--- src/rtl/gcp_pkg.sv ---
// Shared types and constants of the coordinate parser.
`timescale 1ns / 1ps
package gcp_pkg;

	localparam int FRACTION_DIGITS_DEF = 6;

	// exponent field covers scale steps up to FRACTION_DIGITS + 6 (at most 15)
	localparam int EXP_W = 4;
	localparam int MAG_W = 63;
	localparam int LINE_W = 24;

	localparam logic [MAG_W-1:0] NEG_LIMIT = 63'h4000_0000_0000_0000;
	localparam logic [MAG_W-1:0] POS_LIMIT = NEG_LIMIT - 63'd1;
	localparam logic [MAG_W-1:0] MAG_CAP   = NEG_LIMIT + 63'd1;

	localparam int POW_W = 14;
	localparam logic [POW_W-1:0] POW10 [5] = '{
		14'd1, 14'd10, 14'd100, 14'd1000, 14'd10000
	};
	// largest magnitude that stays within NEG_LIMIT after scaling by POW10[k]
	localparam logic [MAG_W-1:0] SCALE_THR [5] = '{
		NEG_LIMIT,
		NEG_LIMIT / 63'd10,
		NEG_LIMIT / 63'd100,
		NEG_LIMIT / 63'd1000,
		NEG_LIMIT / 63'd10000
	};

	typedef enum logic [1:0] {
		ST_OK        = 2'd0,
		ST_NO_DIGITS = 2'd1,
		ST_END       = 2'd2,
		ST_SAT       = 2'd3
	} status_t;

	localparam logic [1:0] REG_INT_DIGITS = 2'd0;
	localparam logic [1:0] REG_DEC_DIGITS = 2'd1;
	localparam logic [1:0] REG_OMIT       = 2'd2;

	localparam logic [7:0] CH_TAB   = 8'h09;
	localparam logic [7:0] CH_LF    = 8'h0A;
	localparam logic [7:0] CH_CR    = 8'h0D;
	localparam logic [7:0] CH_SPACE = 8'h20;
	localparam logic [7:0] CH_PLUS  = 8'h2B;
	localparam logic [7:0] CH_MINUS = 8'h2D;
	localparam logic [7:0] CH_DOT   = 8'h2E;
	localparam logic [7:0] CH_ZERO  = 8'h30;
	localparam logic [7:0] CH_NINE  = 8'h39;

	typedef struct packed {
		logic [MAG_W-1:0]  mag;
		logic              over;
		logic              neg;
		status_t           status;
		logic [EXP_W-1:0]  expo;
		logic [7:0]        term;
		logic [LINE_W-1:0] line;
	} gcp_item_t;

endpackage

--- src/rtl/gerber_coordinate_parser.sv ---
// Coordinate parser top level: byte stream in, one parsed coordinate per number out.
//
// Input stream: one text byte per request in s_tdata[7:0]; s_tuser high marks end of
// data (s_tdata ignored). Whitespace is skipped, LF counts lines, digits with an
// optional sign and '.' build a number, and any other byte ends it.
// Output stream: one request per finished number with coordinate (units of
// 10^-FRACTION_DIGITS), terminator byte and line count in m_tdata, status in m_tuser.
// An end-of-data request always gives a result with status END.
// Throughput: one byte per cycle unless a terminator finds the stage chain full. Each
// byte is registered, parsed against the number state, then the result walks through
// 1 + (FRACTION_DIGITS+6)/4 scaling stages (multiply by 10^k with overflow check) and
// the output register.
// When the receiver stalls, results wait in the stage registers; the input keeps
// taking bytes until a terminator finds the stage chain full.
// Configuration: APB registers integer_digits (0x0), decimal_digits (0x4) and
// omit_trailing (0x8); write them only while the stream is idle.
// Reset clears the number state, the line count and all valid flags, and loads the
// format registers with 2, 4 and 0. pready is tied high.
`timescale 1ns / 1ps
module gerber_coordinate_parser #(
	parameter int FRACTION_DIGITS = gcp_pkg::FRACTION_DIGITS_DEF
) (
	input  logic        clk,
	input  logic        arst_n,
	input  logic        s_tvalid,
	output logic        s_tready,
	input  logic [7:0]  s_tdata,   // [7:0] data_byte
	input  logic        s_tuser,   // [0] end_of_data
	output logic        m_tvalid,
	input  logic        m_tready,
	output logic [95:0] m_tdata,   // [62:0] coordinate, [70:63] terminator, [94:71] line_index
	output logic [1:0]  m_tuser,   // [1:0] status
	input  logic        psel,
	input  logic        penable,
	input  logic        pwrite,
	input  logic [3:0]  paddr,
	input  logic [31:0] pwdata,
	output logic [31:0] prdata,
	output logic        pready
);
	import gcp_pkg::*;

	localparam int FCW = $clog2(FRACTION_DIGITS + 1);
	localparam int N4  = (FRACTION_DIGITS + 6) / 4;

	typedef enum logic [1:0] {
		PH_SIGN = 2'd0,
		PH_INT  = 2'd1,
		PH_FRAC = 2'd2
	} phase_t;

	// configuration
	logic [2:0] int_digits_q;
	logic [2:0] dec_digits_q;
	logic       omit_q;
	logic       cfg_wr;

	// input register
	logic       valid_s1;
	logic [7:0] byte_s1;
	logic       eod_s1;

	// number state
	phase_t            phase_q;
	logic              neg_q;
	logic [MAG_W-1:0]  acc_q;
	logic [MAG_W-1:0]  prev_q;
	logic [4:0]        dig_cnt_q;
	logic [FCW-1:0]    frac_cnt_q;
	logic [LINE_W-1:0] line_cnt_q;

	// parse decode
	logic             is_digit;
	logic             is_space;
	logic             take_digit;
	logic             fire;
	logic             consume;
	logic [3:0]       digit;
	logic [MAG_W+2:0] ttp_sum;
	logic [MAG_W-1:0] ttp;
	logic signed [7:0] e_full;
	logic signed [7:0] pad;
	logic             no_digits;

	// scaling chain: index 0 is the parse result
	gcp_item_t st_item  [N4+2];
	logic      st_valid [N4+2];
	logic      st_ready [N4+2];

	// output stage
	gcp_item_t        fin;
	logic             fin_sat;
	logic [MAG_W-1:0] fin_mag;
	logic             out_valid_q;
	logic [MAG_W-1:0] out_coord_q;
	logic [7:0]       out_term_q;
	logic [LINE_W-1:0] out_line_q;
	status_t          out_status_q;

	// ---------------- configuration port ----------------
	assign pready = 1'b1;
	assign cfg_wr = psel && penable && pwrite;

	always_ff @(posedge clk or negedge arst_n) begin
		if (!arst_n) begin
			int_digits_q <= 3'd2;
			dec_digits_q <= 3'd4;
			omit_q       <= 1'b0;
		end else if (cfg_wr) begin
			case (paddr[3:2])
				REG_INT_DIGITS: int_digits_q <= pwdata[2:0];
				REG_DEC_DIGITS: dec_digits_q <= pwdata[2:0];
				REG_OMIT:       omit_q       <= pwdata[0];
				default: ;
			endcase
		end
	end

	always_comb begin
		unique case (paddr[3:2])
			REG_INT_DIGITS: prdata = {29'd0, int_digits_q};
			REG_DEC_DIGITS: prdata = {29'd0, dec_digits_q};
			REG_OMIT:       prdata = {31'd0, omit_q};
			default:        prdata = 32'd0;
		endcase
	end

	// ---------------- input register ----------------
	assign s_tready = !valid_s1 || consume;

	always_ff @(posedge clk or negedge arst_n) begin
		if (!arst_n) begin
			valid_s1 <= 1'b0;
		end else if (s_tready) begin
			valid_s1 <= s_tvalid;
		end
	end

	always_ff @(posedge clk) begin
		if (s_tready && s_tvalid) begin
			byte_s1 <= s_tdata;
			eod_s1  <= s_tuser;
		end
	end

	// ---------------- parse ----------------
	assign is_digit = (byte_s1 >= CH_ZERO) && (byte_s1 <= CH_NINE);
	assign is_space = (byte_s1 == CH_SPACE) || (byte_s1 == CH_TAB) || (byte_s1 == CH_CR);
	assign digit    = 4'(byte_s1 - CH_ZERO);

	// saturating acc * 10 + digit
	assign ttp_sum = ((MAG_W+3)'(acc_q) << 3) + ((MAG_W+3)'(acc_q) << 1) + (MAG_W+3)'(digit);
	assign ttp     = (ttp_sum > (MAG_W+3)'(MAG_CAP)) ? MAG_CAP : ttp_sum[MAG_W-1:0];

	assign take_digit = is_digit &&
		((phase_q != PH_FRAC) || (frac_cnt_q < FCW'(FRACTION_DIGITS)));

	always_comb begin
		fire = 1'b0;
		if (eod_s1) begin
			fire = 1'b1;
		end else if (byte_s1 == CH_LF || is_space || is_digit) begin
			fire = 1'b0;
		end else if (phase_q == PH_SIGN && (byte_s1 == CH_MINUS || byte_s1 == CH_PLUS)) begin
			fire = 1'b0;
		end else if (phase_q != PH_FRAC && byte_s1 == CH_DOT) begin
			fire = 1'b0;
		end else begin
			fire = 1'b1;
		end
	end

	assign consume = valid_s1 && (!fire || st_ready[0]);

	// decimal exponent applied to the accumulated digits
	always_comb begin
		pad = 8'(int_digits_q) + 8'(dec_digits_q) - 8'(dig_cnt_q);
		if (phase_q == PH_FRAC) begin
			e_full = 8'(FRACTION_DIGITS) - 8'(frac_cnt_q);
		end else begin
			e_full = 8'(FRACTION_DIGITS) - 8'(dec_digits_q);
			if (omit_q && pad > 8'sd0) begin
				e_full = e_full + pad;
			end
		end
	end

	assign no_digits = (dig_cnt_q == 5'd0) && (frac_cnt_q == '0);

	always_comb begin
		st_item[0].over   = 1'b0;
		st_item[0].neg    = neg_q;
		st_item[0].line   = line_cnt_q;
		st_item[0].term   = byte_s1;
		st_item[0].mag    = acc_q;
		st_item[0].expo   = '0;
		st_item[0].status = ST_OK;
		if (eod_s1) begin
			st_item[0].term   = 8'd0;
			st_item[0].mag    = '0;
			st_item[0].status = ST_END;
		end else if (no_digits) begin
			st_item[0].mag    = '0;
			st_item[0].status = ST_NO_DIGITS;
		end else if (e_full[7]) begin
			// one place to the right: prev_q holds acc / 10 unless acc saturated
			if (acc_q != MAG_CAP) begin
				st_item[0].mag = prev_q;
			end
		end else begin
			st_item[0].expo = e_full[EXP_W-1:0];
		end
	end

	assign st_valid[0] = valid_s1 && fire;

	always_ff @(posedge clk or negedge arst_n) begin
		if (!arst_n) begin
			phase_q    <= PH_SIGN;
			neg_q      <= 1'b0;
			acc_q      <= '0;
			dig_cnt_q  <= 5'd0;
			frac_cnt_q <= '0;
			line_cnt_q <= '0;
		end else if (consume) begin
			if (fire) begin
				phase_q    <= PH_SIGN;
				neg_q      <= 1'b0;
				acc_q      <= '0;
				dig_cnt_q  <= 5'd0;
				frac_cnt_q <= '0;
			end else if (byte_s1 == CH_LF) begin
				line_cnt_q <= line_cnt_q + LINE_W'(1);
			end else if (is_digit) begin
				if (take_digit) begin
					acc_q <= ttp;
				end
				if (phase_q == PH_FRAC) begin
					if (take_digit) begin
						frac_cnt_q <= frac_cnt_q + FCW'(1);
					end
				end else begin
					if (dig_cnt_q != 5'd31) begin
						dig_cnt_q <= dig_cnt_q + 5'd1;
					end
					phase_q <= PH_INT;
				end
			end else if (phase_q == PH_SIGN && (byte_s1 == CH_MINUS || byte_s1 == CH_PLUS)) begin
				neg_q   <= (byte_s1 == CH_MINUS);
				phase_q <= PH_INT;
			end else if (phase_q != PH_FRAC && byte_s1 == CH_DOT) begin
				phase_q <= PH_FRAC;
			end
		end
	end

	// value before the last digit, i.e. floor(acc / 10) while acc is below the cap
	always_ff @(posedge clk) begin
		if (consume && !fire && take_digit) begin
			prev_q <= acc_q;
		end
	end

	// ---------------- scaling chain ----------------
	for (genvar i = 0; i <= N4; i++) begin : g_scale
		gcp_scale_stage #(
			.STAGE(i)
		) u_stage (
			.clk      (clk),
			.arst_n   (arst_n),
			.in_valid (st_valid[i]),
			.in_ready (st_ready[i]),
			.in_item  (st_item[i]),
			.out_valid(st_valid[i+1]),
			.out_ready(st_ready[i+1]),
			.out_item (st_item[i+1])
		);
	end

	// ---------------- bound check, sign and output register ----------------
	assign fin     = st_item[N4+1];
	assign fin_sat = (fin.status == ST_OK) &&
		(fin.over || (!fin.neg && fin.mag > POS_LIMIT) || (fin.neg && fin.mag > NEG_LIMIT));
	assign fin_mag = fin_sat ? (fin.neg ? NEG_LIMIT : POS_LIMIT) : fin.mag;

	assign st_ready[N4+1] = !out_valid_q || m_tready;

	always_ff @(posedge clk or negedge arst_n) begin
		if (!arst_n) begin
			out_valid_q <= 1'b0;
		end else if (st_ready[N4+1]) begin
			out_valid_q <= st_valid[N4+1];
		end
	end

	always_ff @(posedge clk) begin
		if (st_ready[N4+1] && st_valid[N4+1]) begin
			out_coord_q  <= fin.neg ? (~fin_mag + MAG_W'(1)) : fin_mag;
			out_term_q   <= fin.term;
			out_line_q   <= fin.line;
			out_status_q <= fin_sat ? ST_SAT : fin.status;
		end
	end

	assign m_tvalid = out_valid_q;
	assign m_tdata  = {1'b0, out_line_q, out_term_q, out_coord_q};
	assign m_tuser  = out_status_q;

endmodule

--- src/rtl/gcp_scale_stage.sv ---
// One decimal scaling stage of the result path, with overflow detection.
`timescale 1ns / 1ps
module gcp_scale_stage #(
	parameter int STAGE = 0
) (
	input  logic              clk,
	input  logic              arst_n,
	input  logic              in_valid,
	output logic              in_ready,
	input  gcp_pkg::gcp_item_t in_item,
	output logic              out_valid,
	input  logic              out_ready,
	output gcp_pkg::gcp_item_t out_item
);
	import gcp_pkg::*;

	logic [2:0]             fidx;
	logic [MAG_W+POW_W-1:0] prod;
	gcp_item_t              next_item;
	logic                   valid_q;
	gcp_item_t              item_q;

	// stage 0 takes the low two exponent bits, later stages one factor of 1e4 each
	always_comb begin
		if (STAGE == 0) begin
			fidx = {1'b0, in_item.expo[1:0]};
		end else if (in_item.expo[EXP_W-1:2] >= (EXP_W-2)'(STAGE)) begin
			fidx = 3'd4;
		end else begin
			fidx = 3'd0;
		end
	end

	assign prod = (MAG_W+POW_W)'(in_item.mag) * (MAG_W+POW_W)'(POW10[fidx]);

	always_comb begin
		next_item      = in_item;
		next_item.mag  = prod[MAG_W-1:0];
		next_item.over = in_item.over || (in_item.mag > SCALE_THR[fidx]);
	end

	assign in_ready  = !valid_q || out_ready;
	assign out_valid = valid_q;
	assign out_item  = item_q;

	always_ff @(posedge clk or negedge arst_n) begin
		if (!arst_n) begin
			valid_q <= 1'b0;
		end else if (in_ready) begin
			valid_q <= in_valid;
		end
	end

	always_ff @(posedge clk) begin
		if (in_ready && in_valid) begin
			item_q <= next_item;
		end
	end

endmodule

--- config.mk ---
export PLATFORM = sky130hd
export DESIGN_NAME = gerber_coordinate_parser
export DESIGN_NICKNAME = d
export VERILOG_FILES = /design/src/rtl/gcp_pkg.sv /design/src/rtl/gerber_coordinate_parser.sv /design/src/rtl/gcp_scale_stage.sv
export SDC_FILE = /design/constraint.sdc
export NUM_CORES = 2
export LEC_CHECK = 0
export ABC_AREA = 1
export BUFFER_PORTS_ARGS = -buffer_cell sky130_fd_sc_hd__buf_2
export CORE_ASPECT_RATIO = 0.6
export CORE_UTILIZATION = 60
export CTS_BUF_LIST = sky130_fd_sc_hd__clkbuf_8
export DETAILED_ROUTE_END_ITERATION = 8
export HOLD_SLACK_MARGIN = 0.1
export PLACE_DENSITY = 0.77
export SYNTH_ARGS = -nofsm -noshare
export SYNTH_HDL_FRONTEND = slang
export SYNTH_SLANG_ARGS = --single-unit
--- constraint.sdc ---
create_clock -name clk -period 12 [get_ports clk]
set_input_delay 0.6 -clock clk [delete_from_list [all_inputs] [get_ports clk]]
set_output_delay 0.6 -clock clk [all_outputs]
set_load 0.005 [all_outputs]
==> results.md <==
- Worst Setup End Kind: flop
- Kind of critical path: flop to flop
- Final period utilization: 89.2%
- Share of cells above drive strength 1: 5.78%
- Routed vias: 73489
- Die width: 502 um
- Most common cell on crit path: inv_1
- Core ar.: 0.148 mm2
- Row count: 109
- Initial DRC count: 7520
- Layout Skew: 0.0638 ns
- CTS sink cnt: 682
- Post-DR wirelength/cell: 20.6 um
- Crit path time final: 10.70 ns
- Async SR Flop Fraction: 16.3%
- Latest clock arrival within the worst-skew pair: 0.89 ns
- Sequential-to-total area share from yosys stat: 22.1%
- Area Overhead vs Synth: 6.84%
- Gr ovfl total: 0
- Max Fclk: 0.0934 GHz
- Endpoint, Worst Hold: omit_q
- Top Ports: 185
- Die ar.: 0.152 mm2
- Largest net degree at the start of global routing: 89
- Post-route ant nets: 0
- CTS tree: built
- Mapped Area: 0.0900 mm2
- Final Worst Setup Slack: 1.30 ns
- Clock-pin slew on the worst setup and hold paths: 0.07 ns
- CP Data Arrival Time: 11.31 ns
- Yosys warns: 0
- Vias/cell: 5.56
- Max-cap viol count: 0
- Initial antenna violation count: 7
- Most common cell after layout, fill and taps aside: inv_1
- CP Launch Type: flop
- Critical Path Slowest Stage Cell: fa_1
- Crit-path max FO: 17
- Gr usage total: 36.5%
- Fin Setup TNS: 0 ns
- Synthesized area per cell: 8.32 um2
- HPWL Detailed: 231000 um
- Vias in the first global route: 72307
- Crit-path max cell delay: 0.57 ns
- Layout Cells excl Fill: 13214
- # DRC: 0
- Worst hold path type: input port to flop
- End of the worst register-to-register path: g_scale[0].u_stage.out_item[95]
- Gpl congestion: 1.01
- Dpl ws: 1.59 ns
- Number of flops mapped to enable cells by yosys: 571
- Final setup violation count: 0
- Worst EP required: 12.61 ns
- Ys flop type: edfxtp_1
- Port Buffers: 122
- #FFs+latches synth: 682
- Hold wc startpoint: penable
- Status: completed
- R2R setup slack: 1.30 ns
- Most frequent cells in the layout: inv_1 (2809), nand2_1 (1806), ha_1 (1142)
- RSZ-0062 raised after global routing: no
- H-Tree Depth: 3
- RR Startpoint: dec_digits_q[2]
- Die Y: 302 um
- Clock Path Buffers: 3
- Number of distinct library cells after synthesis: 79
- Worst Tran Pin Value: 1.31 ns
- Global-route wire length before repair: 421000 um
- WHS Path Cells: 4
- Final WL: 272000 um
- CTS root buf: clkbuf_8
- Initial core utilization: 60.8%
- Post-Syn Instances: 10817
- Final max-slew violation count: 0
- CTS resizes: 0
- Total CTS buffers: 104
- Placed Cells: 13002
- Max_slew headroom: 12.1%
- Worst R2R Path Depth: 52
- Final #Nets: 13325
- Fin. Hold Viols: 0
- DRT Pass-1 Iters: 8
- Util after Layout: 64.9%
==> synthesized netlist by cell type, types with 17 or more instances <==
| cell | number | area (um2) |
|---|---|---|
| inv_1 | 2783 | 10400 |
| nor4_1 | 65 | 407 |
| nand4_1 | 91 | 569 |
| o211ai_1 | 20 | 150 |
| a21o_1 | 21 | 158 |
| nor3_2 | 43 | 430 |
| ha_1 | 1144 | 14300 |
| o21ai_1 | 22 | 110 |
| nor2_2 | 21 | 131 |
| nand3b_1 | 28 | 210 |
| nand3_1 | 308 | 1540 |
| o21bai_1 | 28 | 210 |
| o31ai_1 | 17 | 128 |
| xnor2_1 | 141 | 1230 |
| a31oi_1 | 68 | 425 |
| nand2_1 | 1809 | 6790 |
| fa_1 | 1000 | 20000 |
| edfxtp_1 | 571 | 17100 |
| nand2_2 | 25 | 156 |
| buf_2 | 23 | 115 |
| xor2_1 | 176 | 1540 |
| nor2_1 | 1104 | 4140 |
| dfrtp_1 | 109 | 2730 |
| buf_1 | 21 | 78.8 |
| a21oi_1 | 493 | 2470 |
| buf_4 | 36 | 270 |
| o21a_1 | 31 | 233 |
| clkbuf_1 | 54 | 203 |
| o21ai_0 | 288 | 1440 |
| nor3_1 | 74 | 370 |
==> sequential cells by signal (all words and copies together), names as in the netlist <==
signal                     cells
g_scale.u_stage.out_valid      4
acc_q                         63
eod_s1                         1
byte_s1                        8
g_scale.u_stage.out_item     402
line_cnt_q                    24
out_coord_q                   63
dig_cnt_q                      5
int_digits_q                   3
out_line_q                    24
dec_digits_q                   3
neg_q                          1
phase_q                        2
prev_q                        63
out_term_q                     8
valid_s1                       1
m_tvalid                       1
m_tuser                        2
omit_q                         1
frac_cnt_q                     3
==> stage by stage <==
stage / hold WS [ns] / area (um2)
finish: 0.243 / 96200
global route: 0.234 / 96200
detailed placement: 0.405 / 93900
global placement: 0.401 / 93900
CTS: 0.157 / 96200
floorplan: 0.304 / 90200
==> layout make-up <==
cell class                 count  area (um2)
multi-input combinational   7216       58900
fill                       12691       51900
sequential                   682       19900
inverter                    2803       10500
tap                         1998        2500
timing repair buffer         322        2190
clock buffer                 114        1570
clock inverter                77         564
antenna                        2        5.00
==> critical path, delay by kind of cell, from the launching register on <==
kind	cells	cell delay, ns
buffers and inverters	15	1.65
adders and majority gates	11	4.21
and+or+nand+nor	15	1.65
xor gates and xnor gates	1	0.18
AOI/OAI and AO/OA	10	2.15
DFF	1	0.56
==> what timing repair did <==
item / in CTS / in global routing
buffers inserted: 0 / 0
hold endpoints to repair: 73 / 0
hold buffers: 19 / 0
==> worst max-delay path by stage <==
stage	startpoint	to	slack, ns
after floorplan	dec_digits_q[2]	g_scale[0].u_stage.out_item[87]	1.67
after global placement	dec_digits_q[2]	g_scale[0].u_stage.out_item[102]	1.67
after detailed placement	dec_digits_q[2]	g_scale[0].u_stage.out_item[102]	1.59
after CTS	dec_digits_q[2]	g_scale[0].u_stage.out_item[102]	1.49
after global routing	dec_digits_q[2]	g_scale[0].u_stage.out_item[95]	0.80
final	dec_digits_q[2]	g_scale[0].u_stage.out_item[95]	1.30
==> cell families after synthesis <==
family          share of synthesized area [%]
simple gates                             17.2
buf+inv                                  12.7
fa+ha+maj                                38.1
compound gates                           6.68
flops                                    22.1
xor+xnor                                 3.14
other cells                           0.00834
mux                                    0.0111
==> routing by layer <==
metal	global-route usage [%]	share of wire, %	vias up	wire length (um)
met1	56.9	47	35565	128000
met3	12.1	13	362	34500
met5	0.245	0.039	-	107
met4	7.28	1.9	10	5240
met2	48.4	38	3428	104000
li1	-	-	34124	-
Power is left out: the tool's default activity adds up to more than one toggle a clock period on the data nets, which glitch-free logic cannot reach.
